--- src/rtl/zcfm_pkg.sv ---
// shared constants and types of the zero crossing frequency meter
// no dependencies; imported by every module of the block
package zcfm_pkg;

    localparam int SAMPLE_W      = 14;
    localparam int HYST_W        = 13;
    localparam int FS_W          = 20;
    localparam int INDEX_BITS    = 16;
    localparam int FRACTION_BITS = 16;
    localparam int MAX_CROSSINGS = 128;
    localparam int COUNT_W       = 8;
    localparam int TIME_W        = INDEX_BITS + FRACTION_BITS + 1;
    localparam int TSUM_W        = TIME_W + 1;
    localparam int FREQ_W        = 32;
    localparam int OUT_FRAC      = 8;
    localparam int FREQ_SHIFT    = FRACTION_BITS + OUT_FRAC;
    localparam int MUL_W         = COUNT_W - 1 + FS_W;
    localparam int NUM_W         = MUL_W + FREQ_SHIFT;
    localparam int DVD_W         = NUM_W + 1;
    localparam int FRAC_Q_W      = SAMPLE_W + FRACTION_BITS;

    // shared restoring divider
    localparam int DIV_Q_W   = 32;
    localparam int DIV_REM_W = TIME_W + 1;
    localparam int DIV_STEPS = DIV_Q_W;
    localparam int DIV_CNT_W = $clog2(DIV_STEPS);

    // register port
    localparam int APB_DATA_W = 32;
    localparam int APB_ADDR_W = 3;
    localparam logic REG_SAMPLE_RATE = 1'b0;
    localparam logic REG_HYSTERESIS  = 1'b1;
    localparam logic [FS_W-1:0]   FS_RESET   = FS_W'(100000);
    localparam logic [HYST_W-1:0] HYST_RESET = HYST_W'(10);

    typedef struct packed {
        logic [FS_W-1:0]   sample_rate_hz;
        logic [HYST_W-1:0] hysteresis_level;
    } t_cfg;

    typedef struct packed {
        logic                 start;
        logic [DIV_REM_W-1:0] rem_init;
        logic [DIV_Q_W-1:0]   dividend_lo;
        logic [DIV_REM_W-1:0] divisor;
    } t_div_cmd;

    typedef struct packed {
        logic               done;
        logic [DIV_Q_W-1:0] quotient;
    } t_div_rsp;

endpackage

--- src/rtl/zcfm_div.sv ---
// shared restoring divider, one quotient bit per cycle
// depends on zcfm_pkg
module zcfm_div (
    input  logic                i_clk,
    input  logic                i_rst_n,
    input  zcfm_pkg::t_div_cmd  i_cmd,
    output zcfm_pkg::t_div_rsp  o_rsp
);
    import zcfm_pkg::*;

    logic [DIV_REM_W-1:0] r_rem;
    logic [DIV_REM_W-1:0] r_div;
    logic [DIV_Q_W-1:0]   r_lo;
    logic [DIV_Q_W-1:0]   r_q;
    logic [DIV_CNT_W-1:0] r_cnt;
    logic                 r_busy;
    logic                 r_done;

    logic [DIV_REM_W-1:0] shifted;
    logic [DIV_REM_W-1:0] reduced;
    logic                 fits;

    always_comb begin
        shifted = {r_rem[DIV_REM_W-2:0], r_lo[DIV_Q_W-1]};
        fits    = (shifted >= r_div);
        reduced = shifted - r_div;
    end

    always_ff @(posedge i_clk) begin
        if (!i_rst_n) begin
            r_busy <= 1'b0;
            r_done <= 1'b0;
            r_cnt  <= '0;
        end else begin
            r_done <= 1'b0;
            if (i_cmd.start) begin
                r_busy <= 1'b1;
                r_cnt  <= '0;
            end else if (r_busy) begin
                r_cnt <= r_cnt + 1'b1;
                if (r_cnt == DIV_CNT_W'(DIV_STEPS - 1)) begin
                    r_busy <= 1'b0;
                    r_done <= 1'b1;
                end
            end
        end
    end

    // datapath
    always_ff @(posedge i_clk) begin
        if (i_cmd.start) begin
            r_rem <= i_cmd.rem_init;
            r_lo  <= i_cmd.dividend_lo;
            r_div <= i_cmd.divisor;
        end else if (r_busy) begin
            r_rem <= fits ? reduced : shifted;
            r_lo  <= {r_lo[DIV_Q_W-2:0], 1'b0};
            r_q   <= {r_q[DIV_Q_W-2:0], fits};
        end
    end

    assign o_rsp.done     = r_done;
    assign o_rsp.quotient = r_q;

endmodule

--- src/rtl/zcfm_regs.sv ---
// apb register file: sample rate and hysteresis level
// depends on zcfm_pkg
module zcfm_regs (
    input  logic                                i_clk,
    input  logic                                i_rst_n,
    input  logic                                psel,
    input  logic                                penable,
    input  logic                                pwrite,
    input  logic [zcfm_pkg::APB_ADDR_W-1:0]     paddr,
    input  logic [zcfm_pkg::APB_DATA_W-1:0]     pwdata,
    output logic [zcfm_pkg::APB_DATA_W-1:0]     prdata,
    output logic                                pready,
    output zcfm_pkg::t_cfg                      o_cfg
);
    import zcfm_pkg::*;

    logic [FS_W-1:0]   r_fs;
    logic [HYST_W-1:0] r_hyst;
    logic              wr_en;

    assign wr_en  = psel && penable && pwrite;
    assign pready = 1'b1;

    always_ff @(posedge i_clk) begin
        if (!i_rst_n) begin
            r_fs   <= FS_RESET;
            r_hyst <= HYST_RESET;
        end else if (wr_en) begin
            unique case (paddr[2])
                REG_SAMPLE_RATE: r_fs   <= pwdata[FS_W-1:0];
                REG_HYSTERESIS:  r_hyst <= pwdata[HYST_W-1:0];
                default: ;
            endcase
        end
    end

    always_comb begin
        unique case (paddr[2])
            REG_SAMPLE_RATE: prdata = APB_DATA_W'(r_fs);
            REG_HYSTERESIS:  prdata = APB_DATA_W'(r_hyst);
            default:         prdata = '0;
        endcase
    end

    assign o_cfg.sample_rate_hz   = r_fs;
    assign o_cfg.hysteresis_level = r_hyst;

endmodule

--- src/rtl/zero_cross_frequency_meter.sv ---
// top level of the zero crossing frequency meter: sequencer, crossing state, output register
// depends on zcfm_pkg, zcfm_div and zcfm_regs
//
// Takes one signed 14-bit sample per request and tracks rising crossings with a
// symmetric hysteresis band. Each crossing time is interpolated to 16 fraction bits
// between the two samples around it; only the first and the last crossing times and
// a count (stopping at 128) are kept. A request marked last_of_buffer produces one
// result: frequency in unsigned Q24.8 Hz, rounded and saturated, with measure_valid
// low (and frequency 0) when there were fewer than two crossings or no positive
// interval. A sample with an interpolated crossing runs the interpolation divide (a
// crossing on a repeated sample takes the sample's own time instead), and a last
// sample runs the frequency divide unless its result is invalid or saturated; a
// request may also wait for the output register to free up. Both long paths run
// through the one 32-step restoring divider, one quotient bit per cycle.
// The input side is not ready while a request is in progress, but a finished result
// waits in its own output register so the next sample can be taken meanwhile.
// Registers sit on an apb port: sample_rate_hz at 0x0, hysteresis_level at 0x4; write
// them only while the block is idle.
module zero_cross_frequency_meter (
    input  logic                                i_clk,
    input  logic                                i_rst_n,
    // sample channel
    input  logic                                i_in_valid,
    output logic                                o_in_ready,
    input  logic signed [zcfm_pkg::SAMPLE_W-1:0] i_sample,
    input  logic                                i_first_of_buffer,
    input  logic                                i_last_of_buffer,
    // result channel
    output logic                                o_out_valid,
    input  logic                                i_out_ready,
    output logic [zcfm_pkg::FREQ_W-1:0]         o_frequency_q8,
    output logic                                o_measure_valid,
    // register port
    input  logic                                psel,
    input  logic                                penable,
    input  logic                                pwrite,
    input  logic [zcfm_pkg::APB_ADDR_W-1:0]     paddr,
    input  logic [zcfm_pkg::APB_DATA_W-1:0]     pwdata,
    output logic [zcfm_pkg::APB_DATA_W-1:0]     prdata,
    output logic                                pready
);
    import zcfm_pkg::*;

    typedef enum logic [3:0] {
        ST_IDLE,    // waiting for a sample
        ST_EVAL,    // hysteresis update, crossing detect
        ST_XDIV,    // interpolation divide running
        ST_STORE,   // record crossing time
        ST_FINISH,  // keep sample as previous, branch on last
        ST_FMUL,    // (count-1)*fs and crossing interval
        ST_FPREP,   // validity and rounded dividend
        ST_FCHK,    // overflow test, start frequency divide
        ST_FDIV,    // frequency divide running
        ST_OUT      // hand result to output register
    } t_state;

    t_cfg     cfg;
    t_div_cmd div_cmd;
    t_div_rsp div_rsp;

    t_state r_state;

    // measurement state
    logic                      r_level;
    logic signed [SAMPLE_W-1:0] r_prev;
    logic [INDEX_BITS-1:0]     r_index;
    logic [COUNT_W-1:0]        r_count;
    logic [TIME_W-1:0]         r_first_t;
    logic [TIME_W-1:0]         r_last_t;

    // request in flight
    logic signed [SAMPLE_W-1:0] r_cur;
    logic                      r_first;
    logic                      r_last;
    logic                      r_neg;
    logic [TIME_W-1:0]         r_cross_t;
    logic [MUL_W-1:0]          r_prod;
    logic [TIME_W:0]           r_interval;
    logic [TIME_W-1:0]         r_d;
    logic [DVD_W-1:0]          r_dividend;
    logic [FREQ_W-1:0]         r_res_freq;
    logic                      r_res_valid;

    // output register
    logic                      r_out_valid;
    logic [FREQ_W-1:0]         r_out_freq;
    logic                      r_out_mvalid;

    // eval-side arithmetic, all on sign-extended samples
    logic signed [SAMPLE_W:0]  cur_x;
    logic signed [SAMPLE_W:0]  prev_x;
    logic signed [SAMPLE_W:0]  h_pos;
    logic signed [SAMPLE_W:0]  h_neg;
    logic signed [SAMPLE_W:0]  diff_x;
    logic signed [SAMPLE_W:0]  num_x;
    logic [SAMPLE_W:0]         num_abs;
    logic [SAMPLE_W:0]         diff_abs;
    logic [SAMPLE_W-1:0]       an;
    logic [SAMPLE_W-1:0]       ad;
    logic                      above;
    logic                      below;
    logic                      count_ok;
    logic                      cross_hit;
    logic [INDEX_BITS-1:0]     idx_inc;
    logic [TIME_W-1:0]         t_same;

    // interpolated time after the divide
    logic [INDEX_BITS-1:0]     idx_m1;
    logic [FRAC_Q_W:0]         frac_mag;
    logic [FRAC_Q_W:0]         frac;
    logic [TSUM_W-1:0]         t_sum;
    logic [TIME_W-1:0]         t_div;

    // frequency side
    logic [COUNT_W-2:0]        cnt_m1;
    logic                      meas_ok;
    logic                      freq_ovf;
    logic                      take_out;

    zcfm_regs u_regs (
        .i_clk   (i_clk),
        .i_rst_n (i_rst_n),
        .psel    (psel),
        .penable (penable),
        .pwrite  (pwrite),
        .paddr   (paddr),
        .pwdata  (pwdata),
        .prdata  (prdata),
        .pready  (pready),
        .o_cfg   (cfg)
    );

    zcfm_div u_div (
        .i_clk   (i_clk),
        .i_rst_n (i_rst_n),
        .i_cmd   (div_cmd),
        .o_rsp   (div_rsp)
    );

    always_comb begin
        cur_x    = {r_cur[SAMPLE_W-1], r_cur};
        prev_x   = {r_prev[SAMPLE_W-1], r_prev};
        h_pos    = $signed({2'b00, cfg.hysteresis_level});
        h_neg    = -h_pos;
        diff_x   = cur_x - prev_x;
        num_x    = -prev_x;
        num_abs  = num_x[SAMPLE_W] ? -num_x : num_x;
        diff_abs = diff_x[SAMPLE_W] ? -diff_x : diff_x;
        // |prev| <= 8192 and |cur-prev| <= 16383 both fit the sample width
        an       = num_abs[SAMPLE_W-1:0];
        ad       = diff_abs[SAMPLE_W-1:0];
        above    = (cur_x > h_pos);
        below    = (cur_x < h_neg);
        count_ok = (r_count < COUNT_W'(MAX_CROSSINGS));
        cross_hit = !r_first && count_ok && !r_level && above;
        idx_inc  = (r_index != '1) ? r_index + 1'b1 : r_index;
        // equal samples: the crossing sits on the sample itself
        t_same   = {1'b0, idx_inc, {FRACTION_BITS{1'b0}}};
    end

    // index was already advanced in eval, so base is index-1
    always_comb begin
        idx_m1   = r_index - 1'b1;
        frac_mag = {1'b0, div_rsp.quotient[FRAC_Q_W-1:0]};
        frac     = r_neg ? -frac_mag : frac_mag;
        t_sum    = {2'b00, idx_m1, {FRACTION_BITS{1'b0}}}
                 + {{(TSUM_W-FRAC_Q_W-1){frac[FRAC_Q_W]}}, frac};
        // saturate to the signed time width
        if (!t_sum[TSUM_W-1] && t_sum[TSUM_W-2]) begin
            t_div = {1'b0, {(TIME_W-1){1'b1}}};
        end else if (t_sum[TSUM_W-1] && !t_sum[TSUM_W-2]) begin
            t_div = {1'b1, {(TIME_W-1){1'b0}}};
        end else begin
            t_div = t_sum[TIME_W-1:0];
        end
    end

    always_comb begin
        // count of 1..128 gives 0..127; a count of 0 never reaches a valid result
        cnt_m1   = r_count[COUNT_W-2:0] - 1'b1;
        meas_ok  = (r_count >= COUNT_W'(2)) && !r_interval[TIME_W] && (r_interval != '0);
        // quotient reaches 2^32 exactly when the upper dividend bits reach the divisor
        freq_ovf = (DIV_REM_W'(r_dividend[DVD_W-1:DIV_Q_W]) >= DIV_REM_W'(r_d));
        take_out = !r_out_valid || i_out_ready;
    end

    // divider requests: interpolation from eval, frequency from the overflow check
    always_comb begin
        div_cmd = '0;
        if (r_state == ST_EVAL && cross_hit && diff_x != '0) begin
            div_cmd.start       = 1'b1;
            div_cmd.rem_init    = '0;
            div_cmd.dividend_lo = DIV_Q_W'({an, {FRACTION_BITS{1'b0}}});
            div_cmd.divisor     = DIV_REM_W'(ad);
        end else if (r_state == ST_FCHK && !freq_ovf) begin
            div_cmd.start       = 1'b1;
            div_cmd.rem_init    = DIV_REM_W'(r_dividend[DVD_W-1:DIV_Q_W]);
            div_cmd.dividend_lo = r_dividend[DIV_Q_W-1:0];
            div_cmd.divisor     = DIV_REM_W'(r_d);
        end
    end

    always_ff @(posedge i_clk) begin
        if (!i_rst_n) begin
            r_state     <= ST_IDLE;
            r_level     <= 1'b0;
            r_prev      <= '0;
            r_index     <= '0;
            r_count     <= '0;
            r_first_t   <= '0;
            r_last_t    <= '0;
            r_out_valid <= 1'b0;
        end else begin
            // result leaves when the consumer takes it; in ST_OUT the reload decides
            if (r_out_valid && i_out_ready && r_state != ST_OUT) begin
                r_out_valid <= 1'b0;
            end

            unique case (r_state)
                ST_IDLE: begin
                    if (i_in_valid) begin
                        r_cur   <= i_sample;
                        r_first <= i_first_of_buffer;
                        r_last  <= i_last_of_buffer;
                        r_state <= ST_EVAL;
                    end
                end

                ST_EVAL: begin
                    r_neg <= num_x[SAMPLE_W] ^ diff_x[SAMPLE_W];
                    if (r_first) begin
                        // new buffer: level from this sample, index, count and crossing times cleared
                        r_level   <= above;
                        r_index   <= '0;
                        r_count   <= '0;
                        r_first_t <= '0;
                        r_last_t  <= '0;
                        r_state   <= ST_FINISH;
                    end else begin
                        r_index <= idx_inc;
                        if (cross_hit) begin
                            if (diff_x == '0) begin
                                r_cross_t <= t_same;
                                r_state   <= ST_STORE;
                            end else begin
                                r_state <= ST_XDIV;
                            end
                        end else begin
                            if (count_ok && r_level && below) begin
                                r_level <= 1'b0;
                            end
                            r_state <= ST_FINISH;
                        end
                    end
                end

                ST_XDIV: begin
                    if (div_rsp.done) begin
                        r_cross_t <= t_div;
                        r_state   <= ST_STORE;
                    end
                end

                ST_STORE: begin
                    r_level <= 1'b1;
                    if (r_count == '0) begin
                        r_first_t <= r_cross_t;
                    end
                    r_last_t <= r_cross_t;
                    r_count  <= r_count + 1'b1;
                    r_state  <= ST_FINISH;
                end

                ST_FINISH: begin
                    r_prev  <= r_cur;
                    r_state <= r_last ? ST_FMUL : ST_IDLE;
                end

                ST_FMUL: begin
                    r_prod     <= MUL_W'(cnt_m1) * MUL_W'(cfg.sample_rate_hz);
                    r_interval <= {r_last_t[TIME_W-1], r_last_t}
                                - {r_first_t[TIME_W-1], r_first_t};
                    r_state    <= ST_FPREP;
                end

                ST_FPREP: begin
                    if (meas_ok) begin
                        r_d        <= r_interval[TIME_W-1:0];
                        // add half the divisor for round to nearest
                        r_dividend <= {1'b0, r_prod, {FREQ_SHIFT{1'b0}}}
                                    + DVD_W'(r_interval[TIME_W-1:1]);
                        r_state    <= ST_FCHK;
                    end else begin
                        r_res_freq  <= '0;
                        r_res_valid <= 1'b0;
                        r_state     <= ST_OUT;
                    end
                end

                ST_FCHK: begin
                    if (freq_ovf) begin
                        r_res_freq  <= '1;
                        r_res_valid <= 1'b1;
                        r_state     <= ST_OUT;
                    end else begin
                        r_state <= ST_FDIV;
                    end
                end

                ST_FDIV: begin
                    if (div_rsp.done) begin
                        r_res_freq  <= div_rsp.quotient;
                        r_res_valid <= 1'b1;
                        r_state     <= ST_OUT;
                    end
                end

                ST_OUT: begin
                    // wait for a free output register
                    if (take_out) begin
                        r_out_valid  <= 1'b1;
                        r_out_freq   <= r_res_freq;
                        r_out_mvalid <= r_res_valid;
                        r_state      <= ST_IDLE;
                    end
                end

                default: r_state <= ST_IDLE;
            endcase
        end
    end

    assign o_in_ready      = (r_state == ST_IDLE);
    assign o_out_valid     = r_out_valid;
    assign o_frequency_q8  = r_out_freq;
    assign o_measure_valid = r_out_mvalid;

endmodule

--- config.mk ---
export PLATFORM = sky130hd
export DESIGN_NAME = zero_cross_frequency_meter
export DESIGN_NICKNAME = d
export VERILOG_FILES = /design/src/rtl/zcfm_pkg.sv /design/src/rtl/zcfm_div.sv /design/src/rtl/zcfm_regs.sv /design/src/rtl/zero_cross_frequency_meter.sv
export SDC_FILE = /design/constraint.sdc
export NUM_CORES = 1
export LEC_CHECK = 0
export BUFFER_PORTS_ARGS = -buffer_cell sky130_fd_sc_hd__buf_2
export CAP_MARGIN = 20
export CORE_AREA = 8 8 298 300
export CTS_CLUSTER_SIZE = 20
export DETAILED_ROUTE_END_ITERATION = 12
export DIE_AREA = 0 0 306 308
export HOLD_SLACK_MARGIN = 0.03
export PLACE_DENSITY = 0.62
export SETUP_SLACK_MARGIN = 0.15
export SKIP_LAST_GASP = 1
export SLEW_MARGIN = 20
export SYNTH_ARGS = -nofsm -noshare
export SYNTH_HDL_FRONTEND = slang
export SYNTH_HIERARCHICAL = 1
export SYNTH_SLANG_ARGS = --single-unit
--- constraint.sdc ---
create_clock -name i_clk -period 6.5 [get_ports i_clk]
set_input_delay 0.65 -clock i_clk [delete_from_list [all_inputs] [get_ports i_clk]]
set_output_delay 0.65 -clock i_clk [all_outputs]
set_load 0.02 [all_outputs]
Word-level counts from Yosys, hierarchy flattened
Cells that the tools add are included.
Storage, ports and cells
  register bits: 543
  bits of input ports: 58
  output and inout port bits: 68
  word-level logic and storage cells: 191
Operators by class
  add/subtract/negate cells: 15
  multiply operators: 1
  magnitude comparators: 6
  equal/unequal tests: 25
  mux-type cells: 56
  bitwise gates (word level): 6
  reductions and logical operators: 50
Operators with widths (number)
  $mux 33: 11
  $mux 101: 2
  $pmux 33 s2: 3
  $mux 32: 5
  $pmux 32 s3: 1
  $pmux 32 s2: 1
  $add 51x32->52: 1
  $pmux 4 s10: 1
  $add 33x31->34: 1
  $ge 34x34->1: 1
  $reduce_bool 34->1: 1
  $sub 33x33->34: 1
  $ge 20x33->1: 1
  $sub 33x33->33: 1
  $mux 16: 2
  $mux 31: 1
  $neg 30->31: 1
  $mux 14: 2
  $mux 4: 7
  $neg 14->14: 2
  $mul 7x20->27: 1
  $add 16x1->16 const B: 1
  $eq 4x3->1 const B: 4
  $logic_and 1x1->1: 16
  44 further kinds: 91

Depth between registers and ports, before layout
  depth in word-level cells: 9
  gate-level depth with buffers: 26
  depth with buffers taken out: 23

Cells and area by module
The synthesis kept the hierarchy.
By module, submodules not included
  zero_cross_frequency_meter: instances 1, cells each 2622, area an instance 24369.6 µm², seq. area each 9349.0 µm²
  zcfm_div: instances 1, cells each 626, area an instance 7220.7 µm², seq. area each 4073.9 µm²
  zcfm_regs: instances 1, cells each 175, area an instance 1631.6 µm², seq. area each 660.6 µm²

Worst setup path before layout
No wires, ideal clock.
  path kind: register to register
  start: register r_prev[2]
  end: register u_div.r_q[0], enable pin
  setup time: 425 ps
  arrival time: 6644 ps
  required time: 6075 ps
  slack: -569 ps
  stages on the path, launching flop included: 17
  buffers on the path: 5
  period minus slack after synthesis: 7069 ps
  cell sequence: dfxtp_1 > clkbuf_1 > inv_1 > ha_1 > a211oi_1 > nor2_1 > xor2_1 > or4_1 > nor4_1 > nand4b_1 > nand2b_1 > clkbuf_1 > clkbuf_1 > o21ai_0 > clkbuf_1 > clkbuf_1 > nor2b_1
RTL lines
  start: declaration: RTL line zero_cross_frequency_meter.sv:65  | logic signed [SAMPLE_W-1:0] r_prev;
  start signal: assignment: RTL line zero_cross_frequency_meter.sv:275  | r_prev <= r_cur;
  end signal: assignment: RTL line zcfm_div.sv:58  | r_q <= {r_q[DIV_Q_W-2:0], fits};
  end: declaration: RTL line zcfm_div.sv:14  | logic [DIV_Q_W-1:0] r_q;

Final worst setup path
  start: register u_div.r_q[6]
  end: register r_cross_t[7], data pin
On the way
  cells in the longest elaborated chain, start to end: 9
  elaborated cells on any way between the ends: 11
  classes of those cells: 2 x add/sub; 5 x mux; 4 x reduce/logical
Ends and longest elaborated chain
  $neg 30->31: RTL line zero_cross_frequency_meter.sv:165  | frac = r_neg ? -frac_mag : frac_mag;
  $mux 31 (*): RTL line zero_cross_frequency_meter.sv:165
  $add 33x31->34 (*): RTL line zero_cross_frequency_meter.sv:167  | + {{(TSUM_W-FRAC_Q_W-1){frac[FRAC_Q_W]}}, frac};
  $logic_not 1->1: RTL line zero_cross_frequency_meter.sv:171  | end else if (t_sum[TSUM_W-1] && !t_sum[TSUM_W-2]) begin
  $logic_and 1x1->1: RTL line zero_cross_frequency_meter.sv:171
  $mux 33: RTL line zero_cross_frequency_meter.sv:171
  $mux 33 (*): RTL line zero_cross_frequency_meter.sv:169  | if (!t_sum[TSUM_W-1] && t_sum[TSUM_W-2]) begin
  $mux 33 (*): RTL line zero_cross_frequency_meter.sv:258  | if (div_rsp.done) begin
  $pmux 33 s2 (*): RTL line zero_cross_frequency_meter.sv:219  | unique case (r_state)
  end signal: assignment: RTL line zero_cross_frequency_meter.sv:243  | r_cross_t <= t_same;
  end signal: assignment: RTL line zero_cross_frequency_meter.sv:259  | r_cross_t <= t_div;
  end: declaration: RTL line zero_cross_frequency_meter.sv:76  | logic [TIME_W-1:0] r_cross_t;
Mark *: on every way between the ends. The rest lies on a longest branch, timed or not. The select of a mux whose other input is x is not followed.
A chain may end at the register's enable or synchronous reset.

==> results.md <==
- Maximum root-to-sink buffer count: 3
- Synthesized area divided by synthesized cell count: 9.705 um2
- Max-cap viol count: 0
- Clock network power share: 34.9%
- DR iter-0 viols: 1797
- Number of sinks on the clock net: 519
- Power after layout: 10.10 mW
- Fraction of power consumed by combinational cells: 27.1%
- Clock slew at reported path FFs: 0.06 ns
- Class of the most critical hold timing path: in2reg
- Endpoint kind of the worst setup timing path: flip-flop
- Number of storage elements in the synthesis netlist: 519
- Fraction of layout cells with a size suffix above 1: 9.381%
- Top flip-flop cell by instance count after synthesis: sky130_fd_sc_hd__edfxtp_1
- Final antenna-violating net count: 0
- Die Width: 306 um
- Die span in y: 308 um
- Number of vias in the routed layout: 24530
- Hold-fix buffers at CTS: 0
- Power density normalized to cell area: 273.1 mW/mm2
- Die footprint: 0.09425 mm2
- VDD IR-drop max: 0.0002280 V
- Data required time of the critical path: 6.99 ns
- Placed wire-length estimate after detailed placement: 59220 um
- Hold_sp: i_sample[13]
- Root buffer cell: sky130_fd_sc_hd__clkbuf_16
- Worst Hold Endpoint: r_cur[13]
- Syn. warnings: 6
- First-pass GRT wire length: 130300 um
- Max Fanout on Critical Path: 16
- Number of global-route vias before repair: 23999
- Number of endpoints failing setup at the final stage: 0
- Least-Margin Pin Slew: 0.9293 ns
- Part of the total power dissipated in sequential elements: 37.9%
- Boundary Pins: 126
- Synth Cell Area: 0.03322 mm2
- Fraction of synthesis flops using an asynchronous set or reset pin: 0%
- Max H-tree Level: 2
- Static Leakage: 14.61 nW
- Switching portion of total power: 31.50%
- Cell Int Power: 6.918 mW
- Clock period minus worst slack: 6.014 ns
- GRT Resource Usage Total: 16.88%
- Number of cells produced by synthesis: 3423
- Post-synthesis sequential area ratio: 42.39%
- Clock tree from TritonCTS: done
- Startpoint Class: flip-flop
- WL final: 80500 um
- Total count of max-transition violations in the final report: 0
- Post-route fraction of the period consumed by the critical path: 92.52%
- Count of flip-flops with a built-in enable after synthesis: 369
- N_diodes: 0
- Register-to-register path setup slack: 0.49 ns
- First-pass DRT Iterations: 7
- Global route overflow: 0
- Number of placement rows: 107
- Rel. slew slack: 38.05%
- Starting density of the core: 39.45%
- Antenna violations before repair: 2
- Pin count of the biggest net entering global routing: 75
- Final setup skew: 0.06899 ns
- Status: completed
- Final hold violation count: 0
- Number of remaining DRC errors: 0
- Nets@finish: 3851
- Number of port buffers: 98
- Worst endpoint data arrival time: 6.51 ns
- RSZ-0062 raised after global routing: no
- Worst skew pair latency: 0.67 ns
- Highest Clock Rate: 166.3 MHz
- Routed length per instance: 17.39 um
- Worst R2R Start: u_div/r_q[6]
- Filler cell count: 8068
- Placer Congestion: 0.8820
- Hold Crit Depth: 1
- Endpoint of the most critical register-to-register path: r_cross_t[7]
- Setup TNS: 0 ns
- Yosys cell types: 84
- Placeable core area: 0.08421 mm2
- Worst R2R Path Depth: 20
- Critical path class: reg2reg
- Detailed-route vias per instance: 5.299
- Area delta synth->final: 11.32%
- Number of buffers inserted during clock tree synthesis: 57
- Net switching component of the power: 3.181 mW
-- cells in the mapped netlist (all sizes together), types with 6 or more instances --
cell | n | area (um2)
nand2 | 377 | 1415
edfxtp | 369 | 11080
inv | 273 | 1025
nor2 | 255 | 959.7
ha | 209 | 2615
a21oi | 202 | 1022
dfxtp | 150 | 3003
xnor2 | 148 | 1296
o21ai | 140 | 700.7
and2 | 125 | 782.0
clkbuf | 118 | 445.4
fa | 94 | 1882
nor3 | 88 | 440.4
nand3 | 74 | 370.4
xor2 | 74 | 648.1
nor2b | 66 | 412.9
a22oi | 48 | 360.4
mux2 | 47 | 529.3
a21o | 43 | 322.8
mux2i | 42 | 420.4
buf | 38 | 237.7
a31oi | 34 | 212.7
o21bai | 33 | 247.7
o21a | 31 | 232.7
and3 | 30 | 187.7
nand2b | 29 | 188.9
nor4 | 29 | 181.4
nand4 | 26 | 162.7
or3 | 22 | 147.6
a211oi | 21 | 157.7
o31ai | 20 | 168.9
o22ai | 19 | 118.9
or4 | 13 | 101.4
and4 | 11 | 96.34
o2bb2ai | 11 | 96.34
or2 | 11 | 71.32
nor3b | 9 | 67.56
a21boi | 8 | 60.06
nand3b | 7 | 52.55
o41ai | 7 | 61.31
a211o | 6 | 52.55
a221o | 6 | 60.06
o211ai | 6 | 45.04
-- worst max-delay path by stage --
stage                      start           end  slack (ns)  depth (start not counted)
global placement    u_div/r_q[6]  r_cross_t[6]        0.34                         19
finish              u_div/r_q[6]  r_cross_t[7]        0.49                         20
global route        u_div/r_q[6]  r_cross_t[8]        0.15                         19
detailed placement  u_div/r_q[6]  r_cross_t[6]        0.23                         19
CTS                 u_div/r_q[6]  r_cross_t[6]        0.19                         19
floorplan              r_prev[2]  u_div/r_q[0]        0.52                         16
-- power by group through the flow --
stage                     logic [mW]  registers [mW]  clock network, mW
final                           2.74            3.83               3.53
after global routing            3.10            3.84               3.73
after CTS                       2.75            3.83               3.61
after detailed placement        2.73            3.90                  0
after global placement          2.71            3.90                  0
after floorplan                 2.13            3.85                  0
-- metal layers --
metal | part of all wire (%) | track usage, % | routed length (um) | vias to the layer above
met5 | 0 | 0 | 0 | -
met4 | 3.6 | 5.886 | 2906 | 0
met3 | 4.8 | 2.105 | 3838 | 142
met2 | 47 | 28.21 | 37900 | 561
met1 | 45 | 22.54 | 35850 | 11714
li1 | - | - | - | 12113
-- worst max-delay path: stages, from the launching register on --
cell and delay (ns):
sky130_fd_sc_hd__edfxtp_1 0.46, sky130_fd_sc_hd__or4_1 0.55, sky130_fd_sc_hd__or2_4 0.27, sky130_fd_sc_hd__or3_4 0.33, sky130_fd_sc_hd__or3_4 0.40, sky130_fd_sc_hd__or4_1 0.53, sky130_fd_sc_hd__or4_4 0.47, sky130_fd_sc_hd__nand2b_4 0.18
sky130_fd_sc_hd__o31ai_2 0.22, sky130_fd_sc_hd__xnor2_1 0.16, sky130_fd_sc_hd__ha_1 0.30, sky130_fd_sc_hd__a21oi_1 0.14, sky130_fd_sc_hd__o21ai_1 0.11, sky130_fd_sc_hd__nor3_1 0.20, sky130_fd_sc_hd__a21oi_1 0.12, sky130_fd_sc_hd__o21a_1 0.23
sky130_fd_sc_hd__or4_1 0.50, sky130_fd_sc_hd__a21oi_2 0.20, sky130_fd_sc_hd__buf_12 0.17, sky130_fd_sc_hd__nand2_2 0.15, sky130_fd_sc_hd__o21ai_0 0.14
-- layout by cell type, fill, tap and decap left out, drive strengths merged, types with 61 or more instances in the layout --
master,n
xor2,74
inv,274
nand2,377
nand3,74
buf,140
nor2b,66
ha,209
nor2,255
o21ai,140
dfxtp,150
edfxtp,369
fa,94
nor3,88
xnor2,148
a21oi,202
clkbuf,61
and2,125
-- repair_timing --
item	CTS	global route
buffers inserted	0	5
setup endpoints to repair	0	27
gates resized for setup	0	7
-- cell families (layout without fill, tap and decap cells) --
family,count (synthesis),count (layout),synth area share [%]
fa+ha+maj,303,303,13.54
xor+xnor,222,222,5.853
compound gates,677,677,12.98
flops,519,519,42.39
simple gates,1180,1180,17.19
other cells,3,27,0.03389
mux,89,89,2.859
buf+inv,430,522,5.152
-- cell type report --
| class | instances | area (um2) | area share [%] |
|---|---|---|---|
| repair buffers | 140 | 818.3 | 2.213 |
| clock inverters | 47 | 621.8 | 1.681 |
| inverters | 274 | 1030 | 2.784 |
| multi-input cells | 2498 | 17610 | 47.63 |
| clock buffers | 61 | 1451 | 3.925 |
| flip-flops and latches | 519 | 14080 | 38.08 |
| well taps | 1090 | 1364 | 3.688 |
-- through the flow --
stage	util (%)	cell area [um2]	setup WS (ns)	cells	hold slack (ns)
6_report	43.92	36980	0.4860	4629	0.2040
5_1_grt	43.92	36980	0.1548	4629	0.1712
4_1_cts	43.83	36910	0.1922	4624	0.1588
3_5_place_dp	41.37	34840	0.2338	4516	0.4057
3_3_place_gp	41.37	34840	0.3389	4516	0.4035
2_1_floorplan	-	33310	0.5239	3447	0.4003
-- state kept, by name (all words and copies together), names as in the netlist, 33 cells and up --
signal,flops
r_cross_t,33
r_d,33
r_first_t,33
r_interval,34
r_last_t,33
u_div/r_div,34
u_div/r_rem,33
No activity file was read; power rests on OpenSTA's default activity.
